## src/design/prd_pkg.sv

```systemverilog
`default_nettype none
package prd_pkg;

  localparam int MAX_IMAGE_SIDE = 4096;
  localparam int SIDE_W = 13;
  localparam int PIX_W  = 12;
  localparam int COMP_W = 21;
  localparam int VEC_W  = 63;
  localparam int OUT_W  = 16;
  localparam int OFF_W  = 14;
  localparam int PROD_W = 35;
  localparam int MAG_W  = 37;
  localparam int NGRP   = (MAG_W + 7) / 8;
  localparam int POS_W  = 6;
  localparam int A_W    = 16;
  localparam int SQ_W   = 32;
  localparam int SUM_W  = 34;
  localparam int LIM_W  = 64;
  localparam int ACC_W  = 68;
  localparam int Q_W    = 15;
  localparam int NSTEP  = 15;
  localparam int BIT_W  = 4;
  localparam int IDX_W  = 3;

  localparam logic [IDX_W-1:0] REG_IMAGE_WIDTH  = 3'd0;
  localparam logic [IDX_W-1:0] REG_IMAGE_HEIGHT = 3'd1;
  localparam logic [IDX_W-1:0] REG_LOOK_VECTOR  = 3'd2;
  localparam logic [IDX_W-1:0] REG_RIGHT_STEP   = 3'd3;
  localparam logic [IDX_W-1:0] REG_UP_STEP      = 3'd4;

  localparam logic [Q_W-1:0] ONE_Q14 = 15'd16384;

  typedef struct packed {
    logic [PIX_W-1:0] pixel_y;
    logic [PIX_W-1:0] pixel_x;
  } prd_in_t;

  typedef struct packed {
    logic signed [OUT_W-1:0] dir_z;
    logic signed [OUT_W-1:0] dir_y;
    logic signed [OUT_W-1:0] dir_x;
  } prd_out_t;

  typedef struct packed {
    logic [SIDE_W-1:0] image_width;
    logic [SIDE_W-1:0] image_height;
    logic [VEC_W-1:0]  look_vector;
    logic [VEC_W-1:0]  right_step;
    logic [VEC_W-1:0]  up_step;
  } prd_cfg_t;

  typedef struct packed {
    logic [2:0][MAG_W-1:0] mag;
    logic [2:0]            neg;
  } prd_mag_t;

  typedef struct packed {
    logic [2:0][Q_W-1:0]   q;
    logic [2:0][ACC_W-1:0] x;
    logic [2:0][ACC_W-1:0] y;
    logic [SUM_W-1:0]      s;
    logic [2:0][LIM_W-1:0] lim;
    logic [2:0]            neg;
    logic                  zero;
  } prd_iter_t;

  function automatic logic signed [COMP_W-1:0] comp_of(input logic [VEC_W-1:0] vec,
                                                       input int idx);
    comp_of = $signed(vec[idx*COMP_W +: COMP_W]);
  endfunction

endpackage
`default_nettype wire

```

## src/design/prd_step.sv

```systemverilog
`default_nettype none
module prd_step import prd_pkg::*; (
  input  wire logic             clk,
  input  wire logic             rst,
  input  wire logic [BIT_W-1:0] bit_idx,
  input  wire logic             valid_in,
  input  wire prd_iter_t        data_in,
  output logic                  stall,
  output logic                  valid_out,
  output prd_iter_t             data_out,
  input  wire logic             hold
);

  logic en;
  logic [ACC_W-1:0] sx;
  logic [ACC_W-1:0] xc [3];
  logic [ACC_W-1:0] yc [3];
  logic [2:0]       take;

  assign en        = !valid_out || !hold;
  assign stall     = !en;
  assign sx        = ACC_W'(data_in.s);

  // (o + 2d)^2 s from o^2 s and o s with shifts only
  always_comb begin
    for (int i = 0; i < 3; i++) begin
      xc[i] = data_in.x[i] + (data_in.y[i] << ({1'b0, bit_idx} + 5'd2))
            + (sx << ({bit_idx, 1'b0} + 5'd2));
      yc[i] = data_in.y[i] + (sx << ({1'b0, bit_idx} + 5'd1));
      take[i] = !data_in.q[i][Q_W-1]
             && ($signed(xc[i]) <= $signed(ACC_W'(data_in.lim[i])));
    end
  end

  always_ff @(posedge clk) begin
    if (rst) valid_out <= 1'b0;
    else if (en) valid_out <= valid_in;
  end

  always_ff @(posedge clk) begin
    if (en) begin
      data_out.s    <= data_in.s;
      data_out.lim  <= data_in.lim;
      data_out.neg  <= data_in.neg;
      data_out.zero <= data_in.zero;
      for (int i = 0; i < 3; i++) begin
        if (take[i]) begin
          data_out.q[i] <= data_in.q[i] | (Q_W'(1) << bit_idx);
          data_out.x[i] <= xc[i];
          data_out.y[i] <= yc[i];
        end else begin
          data_out.q[i] <= data_in.q[i];
          data_out.x[i] <= data_in.x[i];
          data_out.y[i] <= data_in.y[i];
        end
      end
    end
  end

endmodule
`default_nettype wire

```

## config.mk

```make
export PLATFORM = sky130hd
export DESIGN_NAME = prd_step
export DESIGN_NICKNAME = d
export VERILOG_FILES = /design/src/design/prd_pkg.sv /design/src/design/prd_step.sv
export SDC_FILE = /design/constraint.sdc
export NUM_CORES = 2
export LEC_CHECK = 0
export BUFFER_PORTS_ARGS = -buffer_cell sky130_fd_sc_hd__buf_4
export CAP_MARGIN = 20
export CORE_MARGIN = 4
export CORE_UTILIZATION = 25
export CTS_CLUSTER_SIZE = 16
export DETAILED_ROUTE_END_ITERATION = 8
export SYNTH_ARGS = -nofsm -noshare
export SYNTH_HDL_FRONTEND = slang
export SYNTH_SLANG_ARGS = --single-unit
```

## constraint.sdc

```tcl
create_clock -name clk -period 75.2 [get_ports clk]
set_input_delay 15.04 -clock clk [delete_from_list [all_inputs] [get_ports clk]]
set_output_delay 15.04 -clock clk [all_outputs]
set_load 0.05 [all_outputs]
```

==> After elaboration in Yosys (flattened, before gate mapping) <==
Cells that the tools add are included.
{ "op_classes": {"add_sub_neg": 12, "multipliers": 0, "div_mod_pow": 0, "order_cmp": 3, "eq_ne": 0, "n_shift": 6, "muxes": 9, "bitwise_logic": 3, "n_reduce_logical": 10} }
{ "ops": {"columns": ["op", "n"], "rows": [
  ["adder 68 bit", 9],
  ["2-to-1 mux 68 bit", 6],
  ["less-or-equal comparator 68 x 65 -> 1 bit", 3],
  ["left shift 68 x 5 -> 68 bit", 3],
  ["left shift 34 x 5 -> 68 bit", 2],
  ["2-to-1 mux 15 bit", 3],
  ["OR 15 bit", 3],
  ["left shift 1 x 4 -> 15 bit, first input constant", 1],
  ["zero test 1 bit", 6],
  ["adder 4 x 1 -> 5 bit, second input constant", 1],
  ["adder 4 x 2 -> 5 bit, second input constant", 1],
  ["adder 5 x 2 -> 5 bit, second input constant", 1],
  ["logical AND 1 bit", 3],
  ["logical OR 1 bit", 1]
]} }
{ "word_totals": {"reg_bits": 684, "latch_bits": 0, "mem_bits_rw": 0, "mem_bits_ro": 0, "inputBits": 691, "output_inout_bits": 685, "wordCells": 59, "memories": 0} }

==> Depth between registers and ports, before layout <==
{ "logic_depth": {"depth_word": 7, "ltp_mapped": 46, "depth_no_buf": 36} }

==> Worst setup path before layout <==
Ideal clock, no wire load.
{ "synth_timing": {"path_type": "input port to output port", "from": "input port hold", "to": "output port stall", "arrival_ns": 34.181, "required_time_ns": 60.160, "path_slack_ns": 25.979, "path_stages": 2, "path_buffers": 0, "path_cell_list": "nand2_1 > inv_1"} }
{ "synth_between": {"elab_chain_cells": 3} }
{ "synth_lines": {"columns": ["item", "line_no", "text"], "rows": [
  ["start, declared", "prd_step.sv:11", "input wire logic hold"],
  ["zero test 1 bit", "prd_step.sv:20", "assign en = !valid_out || !hold;"],
  ["logical OR 1 bit", "prd_step.sv:20", null],
  ["zero test 1 bit", "prd_step.sv:21", "assign stall = !en;"],
  ["end, declared", "prd_step.sv:8", "output logic stall,"]
]} }
No other way between the ends.

==> Worst setup path in the final report <==
Same ends and word-level chain as after synthesis.

==> metrics.csv <==
stage,metric,value,unit
run_status,outcome,"complete, no violations",
worst_setup_path,CP max stage cell,nand2_4,
synthesis,Post-Syn Area,72120,µm²
timing,Pins Over Slew Limit,0,
hold_path,hold path endpoint,data_out[64]$_DFFE_PN_,
worst_setup_path,FF-to-FF setup slack,70.81,ns
final_layout,Syn-to-layout area delta,24.38,%
worst_setup_path,FF-to-FF path depth,5,
clock_tree,Num CTS Buffers,96,
timing,Final Setup Violations,0,
synthesis,Syn. warnings,0,
synthesis,#FFs+latches synth,684,
grt,global route total overflow,0,
clock_tree,hold buffer count at cts,0,
power_and_ir_drop,Pwr Density,39.55,nW/µm²
worst_setup_path,WP data required,60.16,ns
floorplan,I/O pins,1376,
clock_tree,clock sinks,684,
synthesis,Synth Net Count,9257,
synthesis,ranking of synthesized cells by area,"edfxtp_1, ha_1, fa_1",
synthesis,synth unique cells,97,
final_layout,post-route insts no fill,12830,
job,# Max-Cap Violations,0,
worst_setup_path,FF-to-FF Start,valid_out$_SDFFE_PP0N_,
placement,DP Cell Count,12600,
routing,final WL,447.5,mm
placement,pre-CTS WS,44.15,ns
floorplan,FP Rows,196,
synthesis,register area share after synthesis,28.47,%
grt,largest net degree at the start of global routing,149,
timing,Final Critical Period,31.05,ns
worst_setup_path,Worst Path Max Fanout,45,
clock_tree,maximum clock path buffer count,4,
routing,drc violations,0,
synthesis,xor/xnor cell area share of the yosys netlist,4.722,%
placement,Placer Congestion,1.015,
grt,GRT Util Overall,28.60,%
timing,final hold vios,0,
synthesis,Post-synth top cells,"nand2_1, edfxtp_1, a21oi_1",
grt,first-pass GRT wire length,586.2,mm
worst_setup_path,"CP delay by family, top",simple AND/OR/NAND/NOR gates,
synthesis,most frequent cell after synthesis,nand2_1,
routing,Vias,70970,
floorplan,core footprint,286200,µm²
worst_setup_path,Arrival @ worst endpoint,16.01,ns
worst_setup_path,worst path cell trace,"buf_4, nand2_4, inv_1, buf_4",
hold_path,Hold Startpoint,valid_out$_SDFFE_PP0N_,
timing,Max Clock Freq,32.21,MHz
timing,RSZ-0062 raised after global routing,no,
synthesis,post-synthesis adder-cell area fraction,15.91,%
power_and_ir_drop,leak pwr,0.04017,µW
synthesis,largest family of logic cells by synthesized area,compound AO/OA/AOI/OAI gates,
hold_path,Hold Crit Depth,1,
placement,Post-DP HPWL,382.5,mm
floorplan,Die Area,297100,µm²
timing,final worst setup slack,44.15,ns
timing,Slew @ Worst Pin,1.200,ns
worst_setup_path,WS Path Type,in -> out,
floorplan,Horiz. Die Dim,545.1,µm
grt,initial antenna violation count,121,
routing,Routed WL per cell,34.87,µm
timing,setup_tns,0,ns
routing,drt via density,5.530,
placement,Port Buffer Count,1375,
final_layout,nets@finish,10420,
clock_tree,Clock Root Buffer,clkbuf_16,
worst_setup_path,Worst R2R End,data_out[154]$_DFFE_PN_,
clock_tree,H-tree levels,3,
routing,drt pass-1 iters,6,
power_and_ir_drop,Worst IR Drop VDD,0.00005055,V
final_layout,fillers,30240,
worst_setup_path,Worst Path Buf+Inv,3,
synthesis,Cells after Synth,7766,
final_layout,Util after Layout,31.35,%
synthesis,"FFs w/ async S/R, synth",0,%
timing,period utilization,41.28,%
routing,drt first-iter violations,9345,
synthesis,main flop type after synthesis,edfxtp_1,
final_layout,layout cells sized above 1,23.37,%
synthesis,Yosys top cell area share,28.44,%
clock_tree,cts repair resizes,0,
worst_setup_path,Most common cell on crit path,buf_4,
timing,Slew headroom,17.70,%
clock_tree,later-pin clock latency in the skew report,0.85,ns
synthesis,Synth Area in Simple Gates,12.73,%
synthesis,cell taking the most area after synthesis,edfxtp_1,
worst_setup_path,element type at the critical path end,output pin,
clock_tree,Post-CTS Setup Bufs,0,
synthesis,Synth Area in Compound Gates,18.99,%
clock_tree,Worst-path clk slew,0.06,ns
clock_tree,TritonCTS clock tree,yes,
hold_path,Min-Delay Path Class,reg -> reg,
timing,clk_skew,0.04716,ns
worst_setup_path,crit path launch type,input pin,
routing,Routed Antenna Nets,0,
floorplan,die height,545.1,µm
synthesis,Syn Area/Cell,9.287,µm²
synthesis,Post-synth EDFFs,683,
synthesis,multiplexer area fraction after synthesis,14.27,%
worst_setup_path,Critical Path Max Stage Delay,0.48,ns
grt,vias in the first global route,66070,
floorplan,Initial Util,25.20,%
[layout make-up]
cell class	instances	area (µm²)	share of cell area, %
multi-input cells	6183	48290	53.83
flip-flops and latches	684	20530	22.88
repair buffers	1484	11180	12.46
well taps	3762	4707	5.247
clock buffers	112	2484	2.769
inverters	484	1823	2.032
clock inverters	57	533.0	0.5942
diodes	67	167.7	0.1869
[sequential cells by signal, indices dropped and copies added (netlist names)]
signal,count
valid_out,1
data_out,683
[worst max-delay path by stage]
stage	from	end	cells past startpoint
floorplan	hold	stall	2
global placement	hold	stall	4
detailed placement	hold	stall	4
CTS	hold	stall	4
global route	hold	stall	4
finish	hold	stall	4
[metrics by stage]
stage | cell area [µm²] | power (µW) | hold WS [ns]
2_1_floorplan | 72120 | 2211 | 14.66
3_3_place_gp | 86500 | 3054 | 1.145
3_5_place_dp | 86520 | 3053 | 1.140
4_1_cts | 89540 | 3534 | 1.170
5_1_grt | 89610 | 3735 | 1.205
6_report | 89710 | 3548 | 1.152
[power by group]
group,total [µW],internal [µW],switching [µW]
Clock,461,261,200
Combinational,2450,789,1670
Sequential,632,580,51.8
[layout by cell type (no fill, tap or decap), types with 53 or more instances in the layout]
master | Yosys | layout
clkbuf_16 | 0 | 97
nand2_1 | 979 | 978
ha_1 | 605 | 601
o211ai_1 | 86 | 86
fa_1 | 195 | 195
nor2_1 | 428 | 420
o21bai_1 | 88 | 88
xor2_1 | 145 | 143
nand3_1 | 125 | 124
mux2_4 | 67 | 67
a21oi_1 | 632 | 631
nor3_1 | 68 | 68
mux4_2 | 167 | 167
o21ai_0 | 546 | 540
diode_2 | 0 | 67
a211oi_1 | 53 | 53
edfxtp_1 | 683 | 683
xnor2_1 | 242 | 240
nand4_1 | 121 | 121
mux2i_1 | 282 | 276
nand2b_1 | 66 | 66
a21o_1 | 291 | 291
a31oi_1 | 76 | 76
mux2_2 | 136 | 136
inv_1 | 481 | 480
buf_4 | 8 | 1479
mux2_1 | 104 | 104
[layer usage]
layer	routed length (µm)	track usage, %
met3	46390	7.549
met2	193000	43.38
met1	188300	38.71
met5	172	0
met4	19660	10.96
[kinds of logic after synthesis]
| logic type | count (synthesis) |
|---|---|
| DFF | 684 |
| AOI/OAI and AO/OA | 2189 |
| muxes | 756 |
| xor gates and xnor gates | 388 |
| and+or+nand+nor | 2050 |
| adders and majority gates | 800 |
| buffers and inverters | 899 |
No activity file was read; power rests on OpenSTA's default activity.
