## src/design/prd_pkg.sv

```systemverilog
`default_nettype none
package prd_pkg;

  localparam int MAX_IMAGE_SIDE = 4096;
  localparam int SIDE_W = 13;
  localparam int PIX_W  = 12;
  localparam int COMP_W = 21;
  localparam int VEC_W  = 63;
  localparam int OUT_W  = 16;
  localparam int OFF_W  = 14;
  localparam int PROD_W = 35;
  localparam int MAG_W  = 37;
  localparam int NGRP   = (MAG_W + 7) / 8;
  localparam int POS_W  = 6;
  localparam int A_W    = 16;
  localparam int SQ_W   = 32;
  localparam int SUM_W  = 34;
  localparam int LIM_W  = 64;
  localparam int ACC_W  = 68;
  localparam int Q_W    = 15;
  localparam int NSTEP  = 15;
  localparam int BIT_W  = 4;
  localparam int IDX_W  = 3;

  localparam logic [IDX_W-1:0] REG_IMAGE_WIDTH  = 3'd0;
  localparam logic [IDX_W-1:0] REG_IMAGE_HEIGHT = 3'd1;
  localparam logic [IDX_W-1:0] REG_LOOK_VECTOR  = 3'd2;
  localparam logic [IDX_W-1:0] REG_RIGHT_STEP   = 3'd3;
  localparam logic [IDX_W-1:0] REG_UP_STEP      = 3'd4;

  localparam logic [Q_W-1:0] ONE_Q14 = 15'd16384;

  typedef struct packed {
    logic [PIX_W-1:0] pixel_y;
    logic [PIX_W-1:0] pixel_x;
  } prd_in_t;

  typedef struct packed {
    logic signed [OUT_W-1:0] dir_z;
    logic signed [OUT_W-1:0] dir_y;
    logic signed [OUT_W-1:0] dir_x;
  } prd_out_t;

  typedef struct packed {
    logic [SIDE_W-1:0] image_width;
    logic [SIDE_W-1:0] image_height;
    logic [VEC_W-1:0]  look_vector;
    logic [VEC_W-1:0]  right_step;
    logic [VEC_W-1:0]  up_step;
  } prd_cfg_t;

  typedef struct packed {
    logic [2:0][MAG_W-1:0] mag;
    logic [2:0]            neg;
  } prd_mag_t;

  typedef struct packed {
    logic [2:0][Q_W-1:0]   q;
    logic [2:0][ACC_W-1:0] x;
    logic [2:0][ACC_W-1:0] y;
    logic [SUM_W-1:0]      s;
    logic [2:0][LIM_W-1:0] lim;
    logic [2:0]            neg;
    logic                  zero;
  } prd_iter_t;

  function automatic logic signed [COMP_W-1:0] comp_of(input logic [VEC_W-1:0] vec,
                                                       input int idx);
    comp_of = $signed(vec[idx*COMP_W +: COMP_W]);
  endfunction

endpackage
`default_nettype wire

```

## src/design/prd_norm.sv

```systemverilog
`default_nettype none
module prd_norm import prd_pkg::*; (
  input  wire logic     clk,
  input  wire logic     rst,
  input  wire logic     valid_in,
  input  wire prd_mag_t data_in,
  output logic          stall,
  output logic          valid_out,
  output prd_iter_t     data_out,
  input  wire logic     hold
);

  logic [3:0] v;
  logic [3:0] en;

  logic [NGRP*8-1:0] m_pad;
  logic [NGRP-1:0]   gnz_next;
  logic [2:0]        gpos_next [NGRP];

  prd_mag_t        r0;
  logic            zero0;
  logic [NGRP-1:0] gnz;
  logic [2:0]      gpos [NGRP];

  logic [POS_W-1:0] p;
  logic [2:0]       neg1;
  logic             zero1;
  logic [A_W-1:0]   a [3];

  logic [2:0]      neg2;
  logic            zero2;
  logic [SQ_W-1:0] sq [3];

  logic [SUM_W-1:0] s_sum;

  always_comb begin
    en[3] = !v[3] || !hold;
    for (int j = 2; j >= 0; j--) en[j] = !v[j] || en[j+1];
  end

  assign stall     = !en[0];
  assign valid_out = v[3];

  always_ff @(posedge clk) begin
    if (rst) begin
      v <= '0;
    end else begin
      if (en[0]) v[0] <= valid_in;
      if (en[1]) v[1] <= v[0];
      if (en[2]) v[2] <= v[1];
      if (en[3]) v[3] <= v[2];
    end
  end

  // leading one per byte group
  always_comb begin
    m_pad = (NGRP*8)'(data_in.mag[0] | data_in.mag[1] | data_in.mag[2]);
    for (int g = 0; g < NGRP; g++) begin
      gnz_next[g]  = 1'b0;
      gpos_next[g] = 3'd0;
      for (int k = 0; k < 8; k++) begin
        if (m_pad[8*g+k]) begin
          gnz_next[g]  = 1'b1;
          gpos_next[g] = 3'(k);
        end
      end
    end
  end

  always_ff @(posedge clk) begin
    if (en[0]) begin
      r0    <= data_in;
      zero0 <= !(|m_pad);
      gnz   <= gnz_next;
      for (int g = 0; g < NGRP; g++) gpos[g] <= gpos_next[g];
    end
  end

  always_comb begin
    p = '0;
    for (int g = 0; g < NGRP; g++) begin
      if (gnz[g]) p = POS_W'(8*g) + POS_W'(gpos[g]);
    end
  end

  always_ff @(posedge clk) begin
    if (en[1]) begin
      neg1  <= r0.neg;
      zero1 <= zero0;
      for (int i = 0; i < 3; i++) begin
        if (p >= POS_W'(A_W-1)) a[i] <= A_W'(r0.mag[i] >> (p - POS_W'(A_W-1)));
        else a[i] <= A_W'(r0.mag[i] << (POS_W'(A_W-1) - p));
      end
    end
  end

  always_ff @(posedge clk) begin
    if (en[2]) begin
      neg2  <= neg1;
      zero2 <= zero1;
      for (int i = 0; i < 3; i++) sq[i] <= a[i] * a[i];
    end
  end

  assign s_sum = SUM_W'(sq[0]) + SUM_W'(sq[1]) + SUM_W'(sq[2]);

  // start with q = 0, odd term -1
  always_ff @(posedge clk) begin
    if (en[3]) begin
      data_out.s    <= s_sum;
      data_out.neg  <= neg2;
      data_out.zero <= zero2;
      for (int i = 0; i < 3; i++) begin
        data_out.q[i]   <= '0;
        data_out.x[i]   <= ACC_W'(s_sum);
        data_out.y[i]   <= ACC_W'(0) - ACC_W'(s_sum);
        data_out.lim[i] <= LIM_W'({sq[i], 30'b0});
      end
    end
  end

endmodule
`default_nettype wire

```

## config.mk

```make
export PLATFORM = sky130hd
export DESIGN_NAME = prd_norm
export DESIGN_NICKNAME = d
export VERILOG_FILES = /design/src/design/prd_pkg.sv /design/src/design/prd_norm.sv
export SDC_FILE = /design/constraint.sdc
export NUM_CORES = 2
export LEC_CHECK = 0
export BUFFER_PORTS_ARGS = -buffer_cell sky130_fd_sc_hd__buf_2
export CORE_AREA = 2 2 316 318
export CTS_BUF_LIST = sky130_fd_sc_hd__clkbuf_4 sky130_fd_sc_hd__clkbuf_8
export DETAILED_ROUTE_END_ITERATION = 7
export DIE_AREA = 0 0 318 320
export GPL_TIMING_DRIVEN = 0
export PLACE_DENSITY = 0.72
export SLEW_MARGIN = 20
export SYNTH_ARGS = -nofsm -noshare
export SYNTH_HDL_FRONTEND = slang
export SYNTH_SLANG_ARGS = --single-unit
```

## constraint.sdc

```tcl
create_clock -name clk -period 14.24 [get_ports clk]
set_input_delay 0.712 -clock clk [delete_from_list [all_inputs] [get_ports clk]]
set_output_delay 0.712 -clock clk [all_outputs]
set_load 0.02 [all_outputs]
```

=== Word-level counts from Yosys, hierarchy flattened ===
Memories as Yosys holds them, arrays and structs flattened.
Index checks and enable logic that the tools add are counted.

* $lt $le $gt $ge: 1
* Shift-type cells: 6
* Multiplexer cells: 58
* $add $sub $neg: 9
* Reductions and logical operators: 17
* Multipliers: 3
* Bitwise operators: 5

{| class="wikitable"
|+ Operators by type and width
! operator !! count
|-
| $shl 37x6->16 || 3
|-
| $shr 37x6->16 || 3
|-
| $mul 16x16->32 || 3
|-
| $mux 3 || 31
|-
| $or 37x37->37 || 2
|-
| $mux 16 || 3
|-
| $reduce_or 40->1 || 1
|-
| $reduce_or 7->1 || 5
|-
| $sub 1x34->35 const A || 1
|-
| $add 33x32->34 || 1
|-
| $add 32x32->33 || 1
|-
| $mux 6 || 4
|-
| $mux 1 || 20
|-
| $add 5x3->6 const A || 2
|-
| $logic_not 1->1 || 7
|-
| $add 6x3->6 const A || 1
|-
| $ge 6x4->1 const B || 1
|-
| $sub 4x6->6 const A || 1
|-
| $sub 6x4->6 const B || 1
|-
| $add 4x3->5 const A || 1
|-
| $logic_or 1x1->1 || 4
|-
| $or 1x1->1 || 3
|}

* Flip-flop bits (word level): 334
* Output and inout port bits: 685
* RAM bits: 159
* Memories: 3

{| class="wikitable"
|+ Memory list
! memory !! depth !! width !! rd ports !! clocked after Yosys merged registers in !! wr ports !! line !! text
|-
| sq || 3 || 32 || 3 || 0 || 3 || prd_norm.sv:32 || <nowiki>logic [SQ_W-1:0] sq [3];</nowiki>
|-
| a || 3 || 16 || 3 || 0 || 3 || prd_norm.sv:28 || <nowiki>logic [A_W-1:0] a [3];</nowiki>
|-
| gpos || 5 || 3 || 5 || 0 || 5 || prd_norm.sv:23 || <nowiki>logic [2:0] gpos [NGRP];</nowiki>
|}

=== Logic depth before layout (Yosys ltp) ===
An unclocked memory read counts as a cell.

* Depth after elaboration: 11
* Mapped depth: 26
* Mapped depth without buffers: 25

=== Least setup slack after synthesis ===
No wires, ideal clock.

* Path type: reg-to-reg
* Start: memory a[0][1]
* End: memory sq[0][26], data pin
* Period minus slack after synthesis: 6778 ps
* Cell stages (with the launch flop): 27
* Data arrival time: 6642 ps
* Data required time: 14105 ps
* Buffers on the path: 2
* Setup slack: 7462 ps
* Path through: edfxtp_1 > clkbuf_1 > clkbuf_1 > and2_1 > fa_1 > inv_1 > fa_1 > inv_1 > fa_1 > inv_1 > fa_1 > inv_1 > fa_1 > inv_1 > fa_1 > inv_1 > ha_1 > a21o_1 > a21o_1 > a221oi_1 > o21ai_0 > nand3_1 > a311oi_1 > a211o_1 > a21o_1 > or4b_2 > nand3_1

{| class="wikitable"
|+ RTL lines
! element !! line
|-
| start: declaration || prd_norm.sv:28
|-
| end: declaration || prd_norm.sv:32
|}

==> impl_metrics.csv <==
group,metric,value,unit
critical_path,cp_common_cell,"fa_1",
sta,slew_headroom,34.34,%
critical_path,worstPathCellList,"clkbuf_1, clkbuf_1, nand2_1, fa_1, fa_1, inv_1, fa_1, fa_1, fa_1, inv_1, fa_1, inv_1, ha_1, nand3_1, nor2_1, nand2b_1, o21ai_0, nand3_1, a311oi_1, a211o_1, nand2_1, a21bo_2, a221oi_1",
grt,grt_max_degree,80,
clock_network,cts_buffer_depth,3,
sta,fin_hold_ws,0.1553,ns
synthesis,synth-edff-count,449,
routing,drcViolationCount,0,
synthesis,ys.flop_type,"edfxtp_1",
critical_path,end_kind,"register",
grt,grt_pass1_wl,228.0,mm
layout,fin_nets,6739,
routing,dr.pass1.iters,5,
sta,rsz0062_at_grt,"no",
sta,clock-skew-final,0.04687,ns
routing,drt.antenna.violating_nets,0,
grt,antenna_found_initial,1,
critical_path,path_class,"reg2reg",
synthesis,synth_warnings,0,
critical_path,cp_max_fo,10,
synthesis,synth_cell_type_count,86,
layout,drive_gt1_share,22.13,%
sta,finalHoldViolCount,0,
die,die_h,320,um
synthesis,ys_seq_area_share,27.57,%
clock_network,cts.clk_slew.worst_paths,0.07,ns
clock_network,cts_sinks,453,
critical_path,crit_family,"adder cells",
grt,grt_pass1_vias,37120,
clock_network,cts_hold_buf,0,
die,die-area,101800,um^2
die,row_count,115,
clock_network,clk_latency,0.74,ns
clock_network,cts_setup_buffers,0,
run_status,status,"finished, final reports clean",
sta,fmax,121.9,MHz
layout,final-seq-area,13560,um^2
min_path,min_path_type,"in2reg",
routing,vias_per_cell,5.149,
clock_network,cts_max_level,3,
synthesis,synth_area,49190,um^2
critical_path,cp_slowest_cell,"a221oi_1",
clock_network,clockRootBuffer,"clkbuf_8",
run,maxCapViolCount,0,
synthesis,ys_ff_latch,453,
routing,vias,36650,
routing,wl_per_cell,21.32,um
clock_network,postCtsResizedCells,0,
critical_path,timing.critical_path.buf_inv,5,
layout,utilization,57.51,%
placement,detailed_place_hpwl,130.0,mm
critical_path,crit_required,14.63,ns
critical_path,critical_path.max_stage_delay,0.67,ns
placement,place.gp.congestion,0.9931,
die,die_w,318,um
synthesis,netlist_top_cells_area,"edfxtp_1, fa_1, ha_1",
sta,period_share,57.63,%
layout,syn_to_final_growth,14.55,%
sta,finalSetupViolations,0,
synthesis,synth_top_area_share,27.41,%
routing,initialDrtViolationCount,2482,
critical_path,arrival,8.59,ns
routing,drt_wl_total,151.7,mm
critical_path,start_kind,"register",
synthesis,synth_async_sr_flop_share,0,%
clock_network,cts_tree,"yes",
layout,n_fill_cell,8514,
sta,report.final.slew_viol_count,0,
grt,grt_use_total,29.75,%
synthesis,yosys.area.top_type,"edfxtp_1",
synthesis,synthCells,4873,
sta,period_needed,8.207,ns
die,coreArea,97990,um^2
grt,grt_overflow,0,
sta,worst_pin_slew,0.9721,ns
die,start_util,50.20,%
synthesis,syn_avg_cell_area,10.10,um^2
die,io_pins,803,
layout,multi_input_area,29170,um^2
placement,port_buffers,556,
clock_network,cts_buffers,79,
sta,finalSetupTns,0,ns
==> sequential cells by signal (all words and copies together) (netlist names) <==
name and cells:
data_out 165, neg2 3, gnz 5, gpos 15, zero1 1, zero0 1
sq 93, a 48, zero2 1, v 4, neg1 3, r0 114
==> worst paths after layout <==
path,start,endpoint,slack [ns],depth (start not counted)
worst max register to register,a[0][4]$_DFFE_PP_,sq[0][28]$_DFFE_PP_,6.03,23
worst min-delay path,data_in[88],r0[88]$_DFFE_PN_,0.16,1
worst max-delay path,a[0][4]$_DFFE_PP_,sq[0][28]$_DFFE_PP_,6.03,23
worst min register to register,neg2[2]$_DFFE_PP_,data_out[3]$_DFFE_PP_,0.41,0
==> layer usage <==
metal	up-vias	wire [um]	global-route usage (%)
li1	17150	-	-
met1	17930	58600	35.10
met2	1302	77770	53.75
met3	277	7579	3.628
met4	0	7801	14.25
met5	-	0	0
==> layout make-up <==
| cell class | instances | share of cell area [%] |
|---|---|---|
| Multi-Input combinational cell | 3212 | 51.77 |
| Antenna cell | 4 | 0.01776 |
| Buffer | 684 | 8.018 |
| Inverter | 772 | 5.156 |
| Clock buffer | 101 | 2.234 |
| Sequential cell | 453 | 24.07 |
| Tap cell | 1287 | 2.858 |
| Timing Repair Buffer | 566 | 5.325 |
| Clock inverter | 40 | 0.5529 |
==> cell usage after synthesis (8+ instances only) <==
master and number:
a211oi_1 29, a21o_1 59, a21oi_1 155, a31o_2 9, a31oi_1 22, and2_1 125, and3_1 35, and4_1 8
buf_1 26, buf_4 518, clkbuf_1 135, edfxtp_1 449, fa_1 518, ha_1 335, inv_1 770, mux2_2 10
mux2i_1 312, mux4_2 16, nand2_1 422, nand2b_1 25, nand3_1 65, nand4_1 8, nor2_1 198, nor2b_1 27
nor3_1 61, nor4_1 16, o211ai_1 20, o21a_1 14, o21ai_0 87, o21bai_1 27, o221ai_1 13, o22ai_1 28
o31ai_1 9, or2_2 11, or3_1 29, xnor2_1 109, xor2_1 52
==> cells by family (layout without fill, tap and decap cells) <==
family / Yosys count / count (layout) / share of synthesized area [%]
AOI/OAI and AO/OA: 549 / 549 / 7.358
muxes: 338 / 338 / 7.310
DFF: 453 / 453 / 27.57
other: 1 / 253 / 0.007623
buffers and inverters: 1456 / 2163 / 15.07
and+or+nand+nor: 1062 / 1062 / 10.21
adders and majority gates: 853 / 853 / 29.60
xor gates and xnor gates: 161 / 161 / 2.866
==> per-stage QoR <==
stage / area [um^2] / setup WS, ns / std cells
after CTS: 56340 / 5.993 / 7115
final: 56350 / 6.033 / 7119
after floorplan: 50120 / 7.462 / 5121
after global routing: 56350 / 5.644 / 7117
after global placement: 54520 / 6.046 / 6964
after detailed placement: 54770 / 6.088 / 6974
==> placed cells by master, fill, tap and decap left out, types with 80 or more instances in the layout <==
master / Yosys / routed
and2_1: 125 / 125
inv_1: 770 / 768
xnor2_1: 109 / 108
nand2_1: 422 / 420
fa_1: 518 / 518
ha_1: 335 / 335
buf_4: 518 / 518
clkbuf_8: 0 / 80
edfxtp_1: 449 / 449
mux2i_1: 312 / 312
clkbuf_1: 135 / 135
nor2_1: 198 / 198
o21ai_0: 87 / 87
conb_1: 1 / 249
buf_2: 5 / 561
a21oi_1: 155 / 155
Power is not shown: default switching activity piles up to over one toggle a cycle in this logic, so the estimate is an artifact.
